`src/sv/hermite_spline_sampler_core_macros.svh`:
```
// Assertion macros for the Hermite spline sampler core.
`ifndef HERMITE_SPLINE_SAMPLER_CORE_MACROS_SVH
`define HERMITE_SPLINE_SAMPLER_CORE_MACROS_SVH

// Check that an antecedent implies a consequent on the next clock.
`define HSS_ASSERT_NEXT(label, clk, rst_n, ante, cons, msg) \
    label: assert property (@(posedge clk) disable iff (!rst_n) (ante) |=> (cons)) \
        else $error(msg);

// Check that an antecedent implies a consequent in the same clock.
`define HSS_ASSERT_SAME(label, clk, rst_n, ante, cons, msg) \
    label: assert property (@(posedge clk) disable iff (!rst_n) (ante) |-> (cons)) \
        else $error(msg);

`endif

```
`src/sv/hss_pkg.sv`:
```
// Package: constants, types and helpers of the Hermite spline sampler.
`default_nettype none
package hss_pkg;
    localparam int COORD_BITS_DEF  = 32;
    localparam int MAX_SAMPLES_DEF = 25;
    localparam int STEP_BITS       = 16;
    localparam logic [STEP_BITS-1:0] STEP_RESET = 16'd3277;
    localparam logic [STEP_BITS-1:0] MIN_STEP   = 16'd2622;
    localparam int T_BITS          = 17;
    // basis values in units of 2^-48, magnitude up to 2^48
    localparam int H_BITS          = 52;

    // segment kinds the controller asks for
    typedef enum logic [1:0] {
        SEG_FIRST,   // p1 -> cur, straight (two point curve)
        SEG_MID,     // p2 -> p1
        SEG_LAST     // p1 -> cur, closing segment
    } seg_kind_t;

    // controller to datapath commands
    typedef struct packed {
        logic      load_point;  // latch the input item
        logic      seg_start;   // set up operands of a segment, t = 0
        seg_kind_t seg_kind;
        logic      k_is_two;    // inner tangent uses one-sided difference
        logic      sample_go;   // start computing one sample
        logic      commit;      // update the point window
        logic      clear_win;   // clear the window on the final point
        logic      emit_end;    // load the endpoint into the output register
    } hss_cmd_t;

    // datapath to controller status
    typedef struct packed {
        logic sample_done;  // a computed sample is loaded into the output register
        logic out_free;     // output register empty or being taken
        logic seg_last;     // current sample is the last of its segment
    } hss_stat_t;
endpackage
`default_nettype wire

```
`src/sv/hss_ctrl.sv`:
```
// Controller: sequences segments and samples for each accepted point.
`default_nettype none
module hss_ctrl
    import hss_pkg::*;
(
    input  wire logic      clk,
    input  wire logic      rst_n,
    input  wire logic      in_valid,
    input  wire logic      in_final,
    output logic           in_ready,
    input  hss_stat_t      stat,
    output hss_cmd_t       cmd,
    output logic           run_end
);
    typedef enum logic [2:0] {
        ST_IDLE,
        ST_DECIDE,
        ST_SETUP,
        ST_GO,
        ST_WAIT,
        ST_END
    } state_t;

    state_t     state_reg, state_next;
    logic [1:0] seen_reg, seen_next;
    logic       fin_reg, fin_next;
    seg_kind_t  kind_reg, kind_next;

    always_comb
    begin
        state_next = state_reg;
        seen_next  = seen_reg;
        fin_next   = fin_reg;
        kind_next  = kind_reg;
        cmd        = '0;
        cmd.seg_kind = kind_reg;
        cmd.k_is_two = (seen_reg == 2'd2);
        in_ready   = (state_reg == ST_IDLE);
        // last sample of this item: last segment and no closing endpoint
        run_end    = stat.seg_last && !fin_reg;
        unique case (state_reg)
            ST_IDLE:
            begin
                if (in_valid)
                begin
                    cmd.load_point = 1'b1;
                    fin_next   = in_final;
                    state_next = ST_DECIDE;
                end
            end
            ST_DECIDE:
            begin
                if (fin_reg && seen_reg == 2'd1)
                begin
                    kind_next  = SEG_FIRST;
                    state_next = ST_SETUP;
                end
                else if (seen_reg >= 2'd2)
                begin
                    kind_next  = SEG_MID;
                    state_next = ST_SETUP;
                end
                else
                begin
                    state_next = ST_END;
                end
            end
            ST_SETUP:
            begin
                cmd.seg_start = 1'b1;
                state_next = ST_GO;
            end
            ST_GO:
            begin
                cmd.sample_go = 1'b1;
                state_next = ST_WAIT;
            end
            ST_WAIT:
            begin
                if (stat.sample_done)
                begin
                    if (!stat.seg_last)
                        state_next = ST_GO;
                    else if (fin_reg && kind_reg == SEG_MID)
                    begin
                        kind_next  = SEG_LAST;
                        state_next = ST_SETUP;
                    end
                    else
                        state_next = ST_END;
                end
            end
            ST_END:
            begin
                if (fin_reg)
                begin
                    if (stat.out_free)
                    begin
                        cmd.emit_end  = 1'b1;
                        cmd.clear_win = 1'b1;
                        seen_next  = 2'd0;
                        state_next = ST_IDLE;
                    end
                end
                else
                begin
                    cmd.commit = 1'b1;
                    seen_next  = (seen_reg == 2'd3) ? 2'd3 : seen_reg + 2'd1;
                    state_next = ST_IDLE;
                end
            end
            default:
            begin
                state_next = ST_IDLE;
            end
        endcase
    end

    always_ff @(posedge clk or negedge rst_n)
    begin
        if (!rst_n)
        begin
            state_reg <= ST_IDLE;
            seen_reg  <= 2'd0;
            fin_reg   <= 1'b0;
            kind_reg  <= SEG_MID;
        end
        else
        begin
            state_reg <= state_next;
            seen_reg  <= seen_next;
            fin_reg   <= fin_next;
            kind_reg  <= kind_next;
        end
    end
endmodule
`default_nettype wire

```
`config.mk`:
```
export PLATFORM = sky130hd
export DESIGN_NAME = hss_ctrl
export DESIGN_NICKNAME = d
export VERILOG_FILES = /design/src/sv/hermite_spline_sampler_core_macros.svh /design/src/sv/hss_pkg.sv /design/src/sv/hss_ctrl.sv
export SDC_FILE = /design/constraint.sdc
export NUM_CORES = 1
export LEC_CHECK = 0
export ABC_AREA = 1
export BUFFER_PORTS_ARGS = -buffer_cell sky130_fd_sc_hd__buf_2
export CORE_MARGIN = 2
export CORE_UTILIZATION = 42
export CTS_BUF_LIST = sky130_fd_sc_hd__clkbuf_16
export CTS_CLUSTER_SIZE = 14
export DETAILED_ROUTE_END_ITERATION = 8
export PLACE_DENSITY_LB_ADDON = 0.08
export SLEW_MARGIN = 30
export SYNTH_ARGS = -nofsm -noshare
export SYNTH_HDL_FRONTEND = slang
export SYNTH_SLANG_ARGS = --single-unit
```
`constraint.sdc`:
```
create_clock -name clk -period 1.2 [get_ports clk]
set_input_delay 0.12 -clock clk [delete_from_list [all_inputs] [get_ports clk]]
set_output_delay 0.12 -clock clk [all_outputs]
set_load 0.02 [all_outputs]
```
==> impl_metrics.csv, run 1 <==
group,metric,value,unit
status,outcome,"finished with violations",
status,failed_checks,"negative setup slack",
critical_path,slowest_stage,"dfrtp_2",
floorplanning,boundaryPins,18,
sta,max_freq,0.759,GHz
final_layout,finalNonFillerCells,140,
global_routing,grtUsageTotal,0.224,
critical_path,end_kind,"output port",
cts,cts.sinks,8,
placement,dpl.hpwl,1.04,mm
floorplanning,fp.dieW,40.1,um
placement,gp_congestion,0.840,
yosys,yosysTopAreaCell,"dfrtp_1",
min_path,worstHoldPathType,"primary input to flip-flop",
critical_path,path_cells,"inv_4 > nand3_4 > nor3_4 > buf_4",
yosys,synth_seq_area_share,0.368,
global_routing,grt_start_max_net_pins,9,
placement,port_buffers,17,
final_layout,drive_gt1_frac,0.576,
sta,timing.final.hold_violations,0,
critical_path,critPathKind,"flip-flop to output port",
yosys,synth_edf_count,0,
sta,period_share,1.10,
drt,vias,677,
final_layout,largest_reg_flops,3,
floorplanning,fp.dieH,40.1,um
power,power_density,2860,nW/um2
sta,rsz0062_at_grt,"yes",
power,leakage,0.000560,uW
critical_path,path_max_fanout,4,
cts,cts-root-buf,"clkbuf_16",
critical_path,r2r-end,"kind_reg[1]",
critical_path,crit_path_start_kind,"flip-flop",
sta,slew_violations,0,
yosys,syn_avg_cell_area,6.21,um2
sta,slew_headroom,0.855,
critical_path,slowest_delay,440,ps
cts,cts_buffer_depth,2,
cts,htreeDepth,1,
run,maxCapViolCount,0,
floorplanning,coreArea,1250,um2
yosys,ys.flop_type,"dfrtp_1",
sta,whs,108,ps
cts,cts.clk_slew.worst_paths,40,ps
drt,firstDrtPassIters,4,
yosys,synth_common_cells,"nand2_1 (28), inv_1 (18), nor2_1 (10), nand3_1 (8), dfrtp_1 (7)",
global_routing,grt_pass1_vias,581,
drt,drc,0,
cts,clkLatencyLatePin,230,ps
yosys,synth-seq-cells,8,
global_routing,antenna_found_initial,0,
critical_path,crit_family,"flip-flops",
yosys,ys_types,16,
global_routing,grt_pass1_wl,2.35,mm
critical_path,critPathBufInv,2,
sta,layout_setup_ws,-117,ps
cts,cts_tree,"done",
critical_path,crit_end,"cmd[0]",
yosys,syn_nets,95,
drt,vias_per_cell,4.84,
floorplanning,start_util,0.437,
global_routing,grt_overflow_total,0,
critical_path,r2r_slack,-80,ps
drt,drtIter0Drc,5,
sta,skew,4.95,ps
sta,setup_tns,-739,ps
floorplanning,num_rows,13,
critical_path,crit_path_start,"state_reg[1]",
yosys,syn_area,547,um2
yosys,yosysMostFrequentCell,"nand2_1",
yosys,async_flop_share,1.00,
sta,fin_crit,1320,ps
power,ir_drop,0.00200,V
yosys,synth_top_cells_by_area,"dfrtp_1 (32%), nand2_1 (19%), inv_1 (12%)",
yosys,synthCells,88,
critical_path,path_depth,4,
yosys,yosys.area.top_type_share,0.320,
yosys,synth_warnings,0,
final_layout,fin_nets,133,
critical_path,cp.arrival,1200,ps
drt,post_drt_wl_per_cell,11.7,um
final_layout,antenna_cells,0,
critical_path,reg2reg_depth,9,
final_layout,syn_to_final_growth,87.2,%
placement,dp_cells,122,
drt,ant_nets,0,
drt,wirelength,1.63,mm
floorplanning,die-area,1610,um2
sta,setup_viol,11,
min_path,hold_depth,3,
critical_path,cp.required,1080,ps
sta,tightest_slew,218,ps
cts,numCtsBuffers,3,
critical_path,r2r_start,"state_reg[1]",
==> layout make-up <==
cell class | instances | area (um2)
sequential | 8 | 205
timing repair buffer | 34 | 263
clock buffer | 3 | 75.1
multi-input combinational | 58 | 372
fill | 84 | 229
inverter | 21 | 86.3
clock inverter | 1 | 3.75
tap | 15 | 18.8
==> layer usage <==
layer  track usage  part of all wire  vias up
li1              -                 -      346
met1         0.251              0.41      315
met2         0.440              0.57       16
met3       0.00556             0.024        0
met4        0.0776                 0        0
met5             0                 0        -
==> repair_timing <==
item | CTS | global route
endpoints found under the setup margin | 11 | 13
hold endpoints to repair | 8 | 0
cloned | 0 | 0
pin swaps | 8 | 2
hold buffers | 1 | 0
resized for setup | 42 | 10
buffers inserted | 13 | 1
==> power breakdown <==
group	switching [uW]	internal, uW
clock	125	433
combinational	975	791
sequential	179	424
total	1280	1650
==> worst reg2reg max path: stages, from the launching register on <==
cell and delay, ps:
dfrtp_2 440, inv_4 90, buf_4 120, nand2_4 40, nor2_4 110, nand2_2 80
nand2_2 80, inv_2 50, nand3_1 80, nand2_1 60
==> worst min-delay path by stage <==
stage / to / startpoint
2_1_floorplan: fin_reg / rst_n
3_3_place_gp: seen_reg[0] / rst_n
3_5_place_dp: seen_reg[0] / rst_n
4_1_cts: fin_reg / in_final
5_1_grt: fin_reg / in_final
6_report: fin_reg / in_final
==> metrics by stage <==
stage | total power [uW] | area, um2 | worst slack [ps] | util
after floorplan | 1290 | 563 | -32.8 | -
after global placement | 1610 | 682 | -21.9 | 0.544
after detailed placement | 1620 | 682 | -37.2 | 0.544
after CTS | 2800 | 993 | -89.9 | 0.793
after global routing | 3120 | 1020 | -167 | 0.817
final | 2930 | 1020 | -117 | 0.817
==> placed cells by master (no fill, tap or decap) <==
| master | count |
|---|---|
| nand2_2 | 8 |
| clkbuf_16 | 3 |
| nor2_4 | 5 |
| dlygate4sd3_1 | 1 |
| o22ai_1 | 2 |
| buf_2 | 10 |
| nand3_4 | 2 |
| inv_4 | 3 |
| nand3_2 | 1 |
| o21ai_1 | 1 |
| a21oi_1 | 2 |
| o21ai_0 | 1 |
| dfrtp_2 | 3 |
| nor3_4 | 1 |
| nand2_1 | 19 |
| dfrtp_1 | 4 |
| nand2_4 | 2 |
| nor2_1 | 4 |
| nor2_2 | 3 |
| buf_4 | 15 |
| inv_2 | 5 |
| nor3_2 | 1 |
| dfstp_2 | 1 |
| buf_6 | 8 |
| a21oi_2 | 1 |
| nand3_1 | 5 |
| inv_1 | 14 |
==> cells by family after synthesis <==
family,after synthesis,share of synthesized area
AOI/OAI and AO/OA,7,0.0686
buffers and inverters,22,0.158
DFF,8,0.368
and+or+nand+nor,51,0.405
Power figures use the tool's default switching activity.
==> run 2: changes to the inputs <==
--- a/config.mk
+++ b/config.mk
@@ -7,11 +7,11 @@
 export LEC_CHECK = 0
 export ABC_AREA = 1
 export BUFFER_PORTS_ARGS = -buffer_cell sky130_fd_sc_hd__buf_2
-export CORE_MARGIN = 2
-export CORE_UTILIZATION = 42
+export CORE_AREA = 2 2 39 41
 export CTS_BUF_LIST = sky130_fd_sc_hd__clkbuf_16
 export CTS_CLUSTER_SIZE = 14
 export DETAILED_ROUTE_END_ITERATION = 8
+export DIE_AREA = 0 0 41 43
 export PLACE_DENSITY_LB_ADDON = 0.08
 export SLEW_MARGIN = 30
 export SYNTH_ARGS = -nofsm -noshare
==> constraint.sdc (replaced) <==
create_clock -name clk -period 1.45 [get_ports clk]
set_input_delay 0.145 -clock clk [delete_from_list [all_inputs] [get_ports clk]]
set_output_delay 0.145 -clock clk [all_outputs]
set_load 0.02 [all_outputs]
==> impl_metrics.csv, run 2 (synthesis gave the netlist of run 1 again) <==
group,metric,value,unit
critical_path,critPathBufInv,2,
final_layout,largest_reg_flops,3,
global_routing,grt_start_max_net_pins,9,
drt,post_drt_wl_per_cell,9.87,um
global_routing,grtUsageTotal,0.171,
sta,layout_setup_ws,67.0,ps
status,outcome,"completed",
power,power_density,2260,nW/um2
critical_path,r2r_slack,140,ps
sta,tightest_slew,263,ps
critical_path,path_cells,"inv_1 > nor3_4 > buf_4",
placement,gp_congestion,0.730,
critical_path,r2r-end,"seen_reg[1]",
final_layout,fin_nets,121,
critical_path,reg2reg_depth,6,
placement,dp_cells,120,
final_layout,antenna_cells,0,
floorplanning,boundaryPins,18,
sta,fin_crit,1380,ps
power,ir_drop,0.000992,V
sta,timing.final.hold_violations,0,
cts,cts.sinks,8,
final_layout,finalNonFillerCells,129,
floorplanning,fp.dieH,43,um
critical_path,cp.arrival,1240,ps
critical_path,slowest_stage,"dfrtp_1",
sta,slew_headroom,0.825,
cts,cts.clk_slew.worst_paths,40,ps
final_layout,final_common_cell,"nand2_1",
sta,setup_viol,0,
sta,skew,4.34,ps
cts,cts-root-buf,"clkbuf_16",
power,leakage,0.000492,uW
critical_path,crit_path_start_kind,"flip-flop",
critical_path,critPathKind,"flip-flop to output port",
final_layout,drive_gt1_frac,0.354,
critical_path,r2r_start,"fin_reg",
sta,slew_violations,0,
floorplanning,num_rows,14,
cts,htreeDepth,1,
critical_path,path_max_fanout,6,
global_routing,grt_overflow_total,0,
floorplanning,start_util,0.395,
sta,rsz0062_at_grt,"no",
floorplanning,fp.dieW,41,um
floorplanning,coreArea,1380,um2
placement,dpl.hpwl,959,um
cts,cts_tree,"done",
sta,max_freq,0.723,GHz
drt,firstDrtPassIters,2,
drt,vias,587,
power,p_total,1840,uW
drt,drtIter0Drc,4,
min_path,worstHoldPathType,"primary input to flip-flop",
placement,port_buffers,17,
cts,clkLatencyLatePin,230,ps
cts,numCtsBuffers,3,
placement,post-place-ws,180,ps
final_layout,layout_common_cells,"nand2_1 (27), inv_1 (18), buf_2 (13), nor2_1 (8), buf_4 (8)",
floorplanning,die-area,1760,um2
critical_path,crit_family,"flip-flops",
run,maxCapViolCount,0,
global_routing,antenna_found_initial,0,
cts,cts_buffer_depth,2,
critical_path,cp.required,1310,ps
drt,vias_per_cell,4.55,
min_path,hold_depth,3,
min_path,hold_end,"fin_reg",
final_layout,fin_util,0.587,
sta,period_share,0.954,
critical_path,slowest_delay,440,ps
drt,wirelength,1.27,mm
global_routing,grt_pass1_wl,2.04,mm
final_layout,syn_to_final_growth,48.5,%
drt,ant_nets,0,
drt,drc,0,
global_routing,grt_pass1_vias,517,
critical_path,end_kind,"output port",
min_path,min-delay-start,"in_final",
sta,whs,126,ps
[run 2: changes by cell type in the layout (fill, tap and decap cells not counted), sizes merged]
cell / change
buf: -12
[run 2: layout make-up]
class | count | area (um2)
Multi-Input combinational cell | 58 | 295
Fill cell | 131 | 572
Clock inverter | 1 | 3.75
Timing Repair Buffer | 22 | 135
Tap cell | 16 | 20.0
Clock buffer | 3 | 75.1
Sequential cell | 8 | 204
Inverter | 21 | 78.8
[run 2: worst max path at each step]
| stage | start | end | slack [ps] | depth (start not counted) |
|---|---|---|---|---|
| 2_1_floorplan | state_reg[1] | cmd[1] | 110 | 4 |
| 4_1_cts | state_reg[1] | cmd[0] | -3 | 4 |
| 3_5_place_dp | state_reg[0] | cmd[8] | 180 | 4 |
| 3_3_place_gp | state_reg[0] | cmd[8] | 190 | 4 |
| 6_report | fin_reg | cmd[1] | 70 | 3 |
| 5_1_grt | fin_reg | cmd[0] | 3 | 3 |
[run 2: power by group]
part	total (uW)	switching (uW)	leakage [uW]	internal (uW)
Clock	460	101	0.0000423	358
Sequential	490	141	0.0000943	349
Combinational	886	576	0.000355	310
Total	1840	818	0.000492	1020
[run 2: worst register-to-register path: stages, from the launching register on]
cell and delay, ps:
dfrtp_1 440, inv_1 150, nor3_4 240, buf_4 140, buf_4 90, buf_4 80, o22ai_1 50
[run 2: repair_timing]
item                                    in CTS  in global routing
endpoints found under the hold margin        8                  0
endpoints found under the setup margin       3                  5
resized for setup                            3                 11
cloned                                       0                  0
pin swaps                                    1                  2
buffers inserted                             3                  1
hold buffers                                 1                  0
[run 2: per-layer routing]
| layer | wire length (um) | global-route usage | part of all wire | up-vias |
|---|---|---|---|---|
| met5 | 0 | 0 | 0 | - |
| met4 | 0 | 0.0600 | 0 | 0 |
| met3 | 37 | 0.0314 | 0.029 | 0 |
| met2 | 639 | 0.266 | 0.50 | 10 |
| met1 | 596 | 0.228 | 0.47 | 262 |
| li1 | - | - | - | 315 |
[run 2: through the flow]
stage / TNS [ps] / area, um2
3_5_place_dp: 0 / 649
2_1_floorplan: 0 / 552
3_3_place_gp: 0 / 649
4_1_cts: -6.65 / 771
6_report: 0 / 812
5_1_grt: 0 / 812
